## src/rtl/mbm_pkg.sv

```systemverilog
// ----------------------------------------------------------------------------
// Mirrored byte memory map package
// Operation codes, controller states and the command and status groups that
// pass between the controller and the datapath.
// ----------------------------------------------------------------------------
package mbm_pkg;

   // Operation codes carried in the kind field of a request.
   typedef enum logic [2:0] {
      KIND_READ        = 3'd0,
      KIND_WRITE       = 3'd1,
      KIND_CLEAR_ALL   = 3'd2,
      KIND_CLEAR_RANGE = 3'd3,
      KIND_MIRROR      = 3'd4,
      KIND_RESTORE     = 3'd5
   } kind_type;

   typedef enum logic [3:0] {
      ST_SWEEP,
      ST_IDLE,
      ST_ACCESS,
      ST_CLEAR,
      ST_MIRROR_A,
      ST_MIRROR_B,
      ST_RESTORE,
      ST_REPLY
   } state_type;

   // Commands from the controller to the datapath.
   typedef struct packed {
      logic sweep_step;
      logic capture;
      logic access;
      logic clear_step;
      logic mirror_a;
      logic mirror_b;
      logic restore_step;
      logic reply;
   } cmd_type;

   // Status from the datapath to the controller.
   typedef struct packed {
      kind_type req_kind;
      logic     req_ok;
      logic     sweep_last;
      logic     cur_last;
      logic     out_free;
   } status_type;

endpackage

```

## src/rtl/mbm_ctrl.sv

```systemverilog
// ----------------------------------------------------------------------------
// Mirrored byte memory map controller
// Sequences the clearing pass, single accesses and the range operations.
// ----------------------------------------------------------------------------
module mbm_ctrl (
   input  logic                clock,
   input  logic                reset,
   input  logic                req_valid,
   output logic                req_ready,
   input  mbm_pkg::status_type status,
   output mbm_pkg::cmd_type    cmd
);

   mbm_pkg::state_type state_ff;
   mbm_pkg::state_type state_in;

   always_ff @(posedge clock) begin
      if (reset) begin
         state_ff <= mbm_pkg::ST_SWEEP;
      end else begin
         state_ff <= state_in;
      end
   end

   always_comb begin
      state_in = state_ff;
      case (state_ff)
         mbm_pkg::ST_SWEEP: begin
            if (status.sweep_last) begin
               state_in = mbm_pkg::ST_IDLE;
            end
         end
         mbm_pkg::ST_IDLE: begin
            if (req_valid) begin
               if (!status.req_ok) begin
                  state_in = mbm_pkg::ST_REPLY;
               end else begin
                  case (status.req_kind)
                     mbm_pkg::KIND_READ, mbm_pkg::KIND_WRITE: begin
                        state_in = mbm_pkg::ST_ACCESS;
                     end
                     mbm_pkg::KIND_CLEAR_ALL, mbm_pkg::KIND_CLEAR_RANGE: begin
                        state_in = mbm_pkg::ST_CLEAR;
                     end
                     mbm_pkg::KIND_MIRROR:  state_in = mbm_pkg::ST_MIRROR_A;
                     mbm_pkg::KIND_RESTORE: state_in = mbm_pkg::ST_RESTORE;
                     default:               state_in = mbm_pkg::ST_REPLY;
                  endcase
               end
            end
         end
         mbm_pkg::ST_ACCESS:   state_in = mbm_pkg::ST_REPLY;
         mbm_pkg::ST_CLEAR: begin
            if (status.cur_last) begin
               state_in = mbm_pkg::ST_REPLY;
            end
         end
         mbm_pkg::ST_MIRROR_A: state_in = mbm_pkg::ST_MIRROR_B;
         mbm_pkg::ST_MIRROR_B: begin
            state_in = status.cur_last ? mbm_pkg::ST_REPLY : mbm_pkg::ST_MIRROR_A;
         end
         mbm_pkg::ST_RESTORE: begin
            if (status.cur_last) begin
               state_in = mbm_pkg::ST_REPLY;
            end
         end
         mbm_pkg::ST_REPLY: begin
            if (status.out_free) begin
               state_in = mbm_pkg::ST_IDLE;
            end
         end
         default: state_in = mbm_pkg::ST_IDLE;
      endcase
   end

   always_comb begin
      cmd       = '0;
      req_ready = 1'b0;
      case (state_ff)
         mbm_pkg::ST_SWEEP:    cmd.sweep_step = 1'b1;
         mbm_pkg::ST_IDLE: begin
            req_ready   = 1'b1;
            cmd.capture = req_valid;
         end
         mbm_pkg::ST_ACCESS:   cmd.access       = 1'b1;
         mbm_pkg::ST_CLEAR:    cmd.clear_step   = 1'b1;
         mbm_pkg::ST_MIRROR_A: cmd.mirror_a     = 1'b1;
         mbm_pkg::ST_MIRROR_B: cmd.mirror_b     = 1'b1;
         mbm_pkg::ST_RESTORE:  cmd.restore_step = 1'b1;
         mbm_pkg::ST_REPLY:    cmd.reply        = status.out_free;
         default: begin
            cmd       = '0;
            req_ready = 1'b0;
         end
      endcase
   end

endmodule

```

## config.mk

```make
export PLATFORM = sky130hd
export DESIGN_NAME = mbm_ctrl
export DESIGN_NICKNAME = d
export VERILOG_FILES = /design/src/rtl/mbm_pkg.sv /design/src/rtl/mbm_ctrl.sv
export SDC_FILE = /design/constraint.sdc
export NUM_CORES = 1
export LEC_CHECK = 0
export BUFFER_PORTS_ARGS = -buffer_cell sky130_fd_sc_hd__buf_2
export CAP_MARGIN = 20
export CELL_PAD_IN_SITES_DETAIL_PLACEMENT = 1
export CELL_PAD_IN_SITES_GLOBAL_PLACEMENT = 1
export CORE_AREA = 4 4 41 43
export DETAILED_ROUTE_END_ITERATION = 8
export DIE_AREA = 0 0 45 47
export GPL_TIMING_DRIVEN = 0
export PLACE_DENSITY = 0.65
export SETUP_SLACK_MARGIN = 0.4
export SYNTH_ARGS = -nofsm -noshare
export SYNTH_HDL_FRONTEND = slang
export SYNTH_SLANG_ARGS = --single-unit
```

## constraint.sdc

```tcl
create_clock -name clock -period 1.8 [get_ports clock]
set_input_delay 0.09 -clock clock [delete_from_list [all_inputs] [get_ports clock]]
set_output_delay 0.09 -clock clock [all_outputs]
set_load 0.005 [all_outputs]
```

# == After elaboration in Yosys (flattened, before gate mapping) ==
# Index checks and enable logic that the tools add are counted.
# classes
eq_ne,16
n_mux,17
n_reduce_logical,6
# op_table
cell,count
case mux 4 bit (7 select lines),1
"== test 4 x 3 -> 1 bit, second input constant",4
2-to-1 mux 4 bit,4
case mux 3 bit (4 select lines),1
2-to-1 mux 1 bit,9
"== test 4 x 2 -> 1 bit, second input constant",2
"== test 3 x 2 -> 1 bit, second input constant",2
"== test 3 bit, second input constant",2
"inequality test 2 bit, second input constant",3
OR reduction 2 bit,3
"== test 4 x 1 -> 1 bit, second input constant",1
zero test 4 bit,1
AND reduction 4 bit,1
"== test 3 x 1 -> 1 bit, second input constant",1
zero test 3 bit,1
2-to-1 mux 3 bit,1
2-to-1 mux 2 bit,1
"inequality test 2 x 1 -> 1 bit, second input constant",1
# totals
ff_bits,4
inputBits,10
out_inout_bits,9
elab_cells,40

# == Depth between registers and ports, before layout ==
# Gate-level depths: netlist of run 1.
# logic_depth
word_depth,6
mapped_depth,6

# == Least setup slack after synthesis of run 1 ==
# No wires, ideal clock.
# synth_timing
path_kind,register to register
startpoint,register state_ff[0]
endpoint,register state_ff[0]
setup_ps,115
arrival_ps,1034
required_time_ps,1685
setup_slack_ps,651
path_stages_with_launch,6
period_less_slack_ps,1149
path_cell_list,dfxtp_1 buf_6 xor2_1 a32oi_2 nor3b_2 nor3_2
# synth_between
elab_chain_len,4
word_cells_on_any_way,15
classes_between,eq/ne: 11; mux: 1; reduce/logical: 3
# synth_rtl
item,line_no,source
start: declaration,mbm_ctrl.sv:14,mbm_pkg::state_type state_ff;
start signal: assignment,mbm_ctrl.sv:19,state_ff <= mbm_pkg::ST_SWEEP;
start signal: assignment,mbm_ctrl.sv:21,state_ff <= state_in;
== test 4 x 3 -> 1 bit / == test 4 x 2 -> 1 bit (equally long branches),mbm_ctrl.sv:27,case (state_ff)
OR reduction 2 bit (no source line),--,
inequality test 2 x 1 -> 1 bit (no source line),--,
AND reduction 4 bit (no source line),--,
# Parallel ways exist; a longest one is shown, timed or not.
# A chain may end at the register's enable or synchronous reset.

==> flow_summary_export.csv, run 1 <==
group,metric,value,unit
setup_path,crit_path_end_kind,"output port",
place,hpwl,778,um
synth,ys.flop_type,"dfxtp_1",
setup_path,crit_slowest_cell,"dfxtp_1",
setup_path,path_class,"reg2out",
route,wl,994,um
place,placed_cell_area,424,um2
route,first_pass_iters,2,
route,vias,376,
route,drtIter0Drc,2,
cells_and_area,drive_gt1_share,48.4,%
sta,worst_slew_pin_slew,0.271,ns
place,io_buffers,18,
setup_path,crit_fanout,10,
synth,syn_area,315,um2
floorplan,rows,13,
floorplan,die_h,47,um
cells_and_area,seqCellArea,60.1,um2
setup_path,cp-startpoint,"state_ff[2]",
clock_tree,cts_buffers,3,
clock_tree,hold_buffers,0,
sta,maxSlewHeadroom,81.9,%
synth,syn-mean-instance-area,7.51,um2
global_routing,grt-ovfl-total,0,
route,wl_met2,450,um
hold_path,hp-class,"in2reg",
synth,synth_cell_types,25,
outcome,status,"finished clean",
route,met3_length,109,um
cells_and_area,fillerInstances,176,
floorplan,coreArea,1300,um2
setup_path,critPathRequiredTime,1.71,ns
synth,yosysWarnings,0,
cells_and_area,largest_register_ff_count,3,
route,wl_per_cell,12.6,um
synth,synth_edf_count,0,
clock_tree,root_buffer,"clkbuf_4",
route,postRouteAntennaNets,0,
floorplan,dieArea,2120,um2
setup_path,r2r_start,"state_ff[2]",
hold_path,min_from,"reset",
place,routabilityCongestion,0.761,
global_routing,grt_pass1_vias,371,
synth,synth-seq-area-share,19.0,%
route,top_layer,"met4",
cells_and_area,syn_to_final_growth,43.7,%
clock_tree,postCtsResizedCells,0,
setup_path,cp_top_family,"buffers and inverters",
power_and_ir_drop,p_per_area,1780,nW/um2
cells_and_area,reg_top3,"state_ff (3)",
synth,synthArstFlopShare,0,%
global_routing,antenna_found_initial,0,
clock_tree,cts_num_sinks,3,
cells_and_area,final_cell_mix,"buf_2 (19), nor2_1 (8), clkbuf_4 (4)",
global_routing,grt_max_degree,11,
route,wirelength_met1,420,um
global_routing,grt_pass1_wl,1.72,mm
clock_tree,post_cts_buffers,0,
sta,fin_crit,1.31,ns
setup_path,path_buf_inv,2,
synth,synth.net_count,52,
cells_and_area,antennaDiodeCount,0,
clock_tree,worstSkewPairLatency,0.24,ns
synth,ys_seq_elements,3,
power_and_ir_drop,power.static_leakage,0.243,nW
sta,setup_violations,0,
sta,finalCritPeriodShare,72.9,%
global_routing,grt_util_all_layers,12.1,%
clock_tree,path_clk_slew,0.04,ns
power_and_ir_drop,peakVddDrop,881,uV
synth,postSynthCellCount,42,
sta,slew_viol_final,0,
sta,holdWs,0.0641,ns
setup_path,arrival,1.22,ns
sta,rsz0062_at_grt,"false",
clock_tree,htreeDepth,1,
job,cap_violations,0,
cells_and_area,stdcell_area,453,um2
route,drc,0,
cells_and_area,regMostFlops,"state_ff",
clock_tree,cts_tree,"built",
sta,clock_skew,0.00318,ns
floorplan,ios,19,
cells_and_area,multi_input_area,219,um2
setup_path,startpoint_type,"flop",
setup_path,max_stage_delay,0.36,ns
cells_and_area,nets,75,
setup_path,crit_chain,"clkbuf_4, nand2_1, nor2_1, buf_2",
sta,hold_viol_final,0,
cells_and_area,layout_commonest_cell,"buf_2",
sta,max_clock_freq,762,MHz
floorplan,start_util,24.2,%
clock_tree,clockBufferDepth,2,
place,post-place-cells,75,
floorplan,die_x,45,um
route,vias_per_cell,4.76,
sta,fin_tns_setup,0,ns
cells_and_area,instances_no_fill,79,
[synth_stat cells (2+ instances only)]
| master | number | area share (%) |
|---|---|---|
| nand2b_1 | 2 | 4.0 |
| o21ai_1 | 2 | 3.2 |
| nor2_1 | 8 | 9.5 |
| a21oi_1 | 2 | 3.2 |
| dfxtp_1 | 3 | 19 |
| and3_1 | 2 | 4.0 |
| nand2_1 | 2 | 2.4 |
| nor3_1 | 3 | 4.8 |
| nor3b_1 | 2 | 4.8 |
[worst paths after layout]
check	to	slack (ns)	cells past startpoint
worst max-delay path	cmd[0]	0.49	4
worst min-delay path	state_ff[1]	0.06	2
worst max register to register	state_ff[0]	0.53	5
worst min register to register	state_ff[1]	0.69	3
[stage by stage]
step                      util (%)  setup slack [ns]  total power [W]
after floorplan                  -             0.651         0.000526
after global placement        32.6             0.505         0.000674
after detailed placement      32.6             0.482         0.000685
after CTS                     34.6             0.457         0.000818
after global routing          34.8             0.412         0.000899
final                         34.8             0.488         0.000808
[cell type report]
class	count	area share (%)
plain buffers	4	6.91
repair buffers	18	19.9
clock buffers	4	5.80
well taps	15	4.14
flip-flops and latches	3	13.3
multi-input cells	33	48.3
inverters	2	1.66
[power by group]
| group | switching, W | internal (W) |
|---|---|---|
| logic | 0.000305 | 0.000258 |
| clock network | 0.0000398 | 0.0000834 |
| registers | 0.0000216 | 0.000101 |
[per-layer routing]
metal	vias to the layer above	track usage (%)
li1	190	-
met4	0	7.02
met3	2	5.36
met2	20	19.2
met1	164	13.3
met5	-	0
[kinds of logic after synthesis]
kind of cell / Yosys count / synth area share (%)
mux: 1 / 3.17
buf+inv: 6 / 12.3
simple gates: 22 / 38.5
xor+xnor: 1 / 2.78
flops: 3 / 19.0
compound gates: 9 / 24.2
Power figures use the tool's default switching activity.
==> run 2: changes to the inputs <==
clock period = 1.28 ns   (was 1.8 ns; I/O delays follow)
==> run 2 against run 1 <==
Critical path type is now reg2reg. Via count grew 0.27%. Hold slack got worse by 0.024 ns. Power increased by 52%. Count of clock-buffer cells in the layout stayed put.
==> flow_summary_export.csv, run 2 (synthesized netlist as in run 1, its figures left out) <==
group,metric,value,unit
cells_and_area,antennaDiodeCount,0,
sta,fin_tns_setup,0,ns
sta,fin_crit,1.19,ns
setup_path,regToRegSetupSlack,0.09,ns
route,wl,949,um
clock_tree,cts_buffers,3,
clock_tree,cts_num_sinks,3,
global_routing,grt-ovfl-total,0,
setup_path,r2r_cells,5,
job,cap_violations,0,
floorplan,dieArea,2120,um2
sta,rsz0062_at_grt,"true",
setup_path,max_stage_delay,0.30,ns
cells_and_area,seqCellArea,63.8,um2
sta,hold_viol_final,0,
power_and_ir_drop,peakVddDrop,863,uV
clock_tree,clockBufferDepth,2,
global_routing,grt_pass1_wl,1.43,mm
cells_and_area,drive_gt1_share,58.5,%
cells_and_area,nets,76,
power_and_ir_drop,p_clk_share,12.8,%
setup_path,rr_endpoint,"state_ff[0]",
power_and_ir_drop,power.switching,0.000529,W
route,drtIter0Drc,1,
cells_and_area,syn_to_final_growth,56.7,%
setup_path,crit_chain,"buf_6, xor2_1, a32oi_2, nor3b_2, nor3_2",
global_routing,antenna_found_initial,0,
route,drc,0,
setup_path,cp-startpoint,"state_ff[0]",
sta,maxSlewHeadroom,81.8,%
place,io_buffers,18,
place,routabilityCongestion,0.761,
sta,clock_skew,0.000710,ns
power_and_ir_drop,seqPwrFrac,15.3,%
floorplan,coreArea,1300,um2
clock_tree,htreeDepth,1,
floorplan,die_x,45,um
setup_path,critPathRequiredTime,1.39,ns
route,first_pass_iters,3,
sta,slew_viol_final,0,
clock_tree,root_buffer,"clkbuf_4",
cells_and_area,layout_commonest_cell,"buf_2",
global_routing,grt_max_degree,11,
cells_and_area,multi_input_area,239,um2
sta,worst_slew_pin_slew,0.273,ns
floorplan,die_h,47,um
power_and_ir_drop,sw_frac_of_total,43.1,%
power_and_ir_drop,p_comb_share,71.9,%
clock_tree,cts_tree,"built",
floorplan,ios,19,
route,wl_per_cell,11.9,um
setup_path,setup.worst_path.end,"state_ff[0]",
floorplan,start_util,24.2,%
cells_and_area,fillerInstances,172,
clock_tree,path_clk_slew,0.03,ns
setup_path,crit_slowest_cell,"dfxtp_1",
global_routing,grt_pass1_vias,344,
clock_tree,worstSkewPairLatency,0.22,ns
floorplan,rows,13,
power_and_ir_drop,p_total,0.00123,W
setup_path,crit_path_end_kind,"flop",
place,hpwl,731,um
cells_and_area,largest_register_ff_count,3,
cells_and_area,reg_top3,"state_ff (3)",
sta,finalCritPeriodShare,93.3,%
route,vias_per_cell,4.71,
cells_and_area,regMostFlops,"state_ff",
setup_path,arrival,1.31,ns
power_and_ir_drop,power.static_leakage,0.257,nW
route,postRouteAntennaNets,0,
power_and_ir_drop,internal-power,0.000697,W
power_and_ir_drop,p_per_area,2480,nW/um2
setup_path,startpoint_type,"flop",
cells_and_area,final_cell_mix,"buf_2 (18), nor2_1 (6), buf_4 (3), clkbuf_4 (3)",
setup_path,crit_fanout,6,
route,vias,377,
setup_path,r2r_start,"state_ff[0]",
outcome,status,"finished clean",
sta,setup_violations,0,
hold_path,hp-class,"in2reg",
global_routing,grt_util_all_layers,9.08,%
sta,max_clock_freq,837,MHz
setup_path,path_class,"reg2reg",
run 2: cell type report:
| class | instances | share of cell area (%) |
|---|---|---|
| Inverter | 2 | 1.52 |
| Timing Repair Buffer | 19 | 19.7 |
| Buffer | 4 | 8.35 |
| Tap cell | 15 | 3.80 |
| Multi-Input combinational cell | 33 | 48.4 |
| Clock buffer | 4 | 5.32 |
| Sequential cell | 3 | 12.9 |
run 2: per-stage QoR:
stage                     hold WS, ns  instance area [um2]  cells  util [%]  worst slack [ns]
after floorplan                 0.133                  322     42         -             0.168
after global placement          0.270                  430     75      33.1            0.0464
after detailed placement        0.276                  430     75      33.1            0.0632
after CTS                      0.0377                  480     80      36.9            0.0697
after global routing           0.0448                  494     80      38.0            0.0186
final                          0.0397                  494     80      38.0            0.0854
run 2: timing repair:
item / in CTS / in global routing
pin swaps: 1 / 1
buffers inserted: 1 / 0
endpoints found under the setup margin: 12 / 12
gates resized for setup: 5 / 5
hold buffers: 0 / 0
run 2: power by group through the flow:
| stage | registers (W) | clock network [W] | logic [W] |
|---|---|---|---|
| floorplan | 0.000169 | 0 | 0.000588 |
| global placement | 0.000175 | 0 | 0.000784 |
| detailed placement | 0.000177 | 0 | 0.000797 |
| CTS | 0.000180 | 0.000164 | 0.000868 |
| global route | 0.000197 | 0.000170 | 0.000977 |
| finish | 0.000188 | 0.000157 | 0.000882 |
run 2: layer usage:
layer	share of wire, %	wire [um]	vias up	GRT usage [%]
met3	6.0	57	0	1.15
met4	0	0	0	1.75
li1	-	-	196	-
met1	42	394	172	11.3
met2	52	496	9	16.7
met5	0	0	-	0
run 2: how the worst min path moves through the flow:
stage	slack, ns	to	start	depth (start not counted)
3_3_place_gp	0.27	state_ff[1]	reset	2
3_5_place_dp	0.28	state_ff[0]	reset	2
5_1_grt	0.04	state_ff[2]	reset	2
2_1_floorplan	0.13	state_ff[1]	reset	1
4_1_cts	0.04	state_ff[0]	reset	2
6_report	0.04	state_ff[2]	reset	2
run 2: worst max-delay path, delay by kind of cell (launching register included):
kind,cells,cell delay [ns]
AND/OR/NAND/NOR,2,0.28
XOR/XNOR,1,0.14
AO/OA/AOI/OAI,1,0.24
buffers and inverters,1,0.12
flip-flops,1,0.30
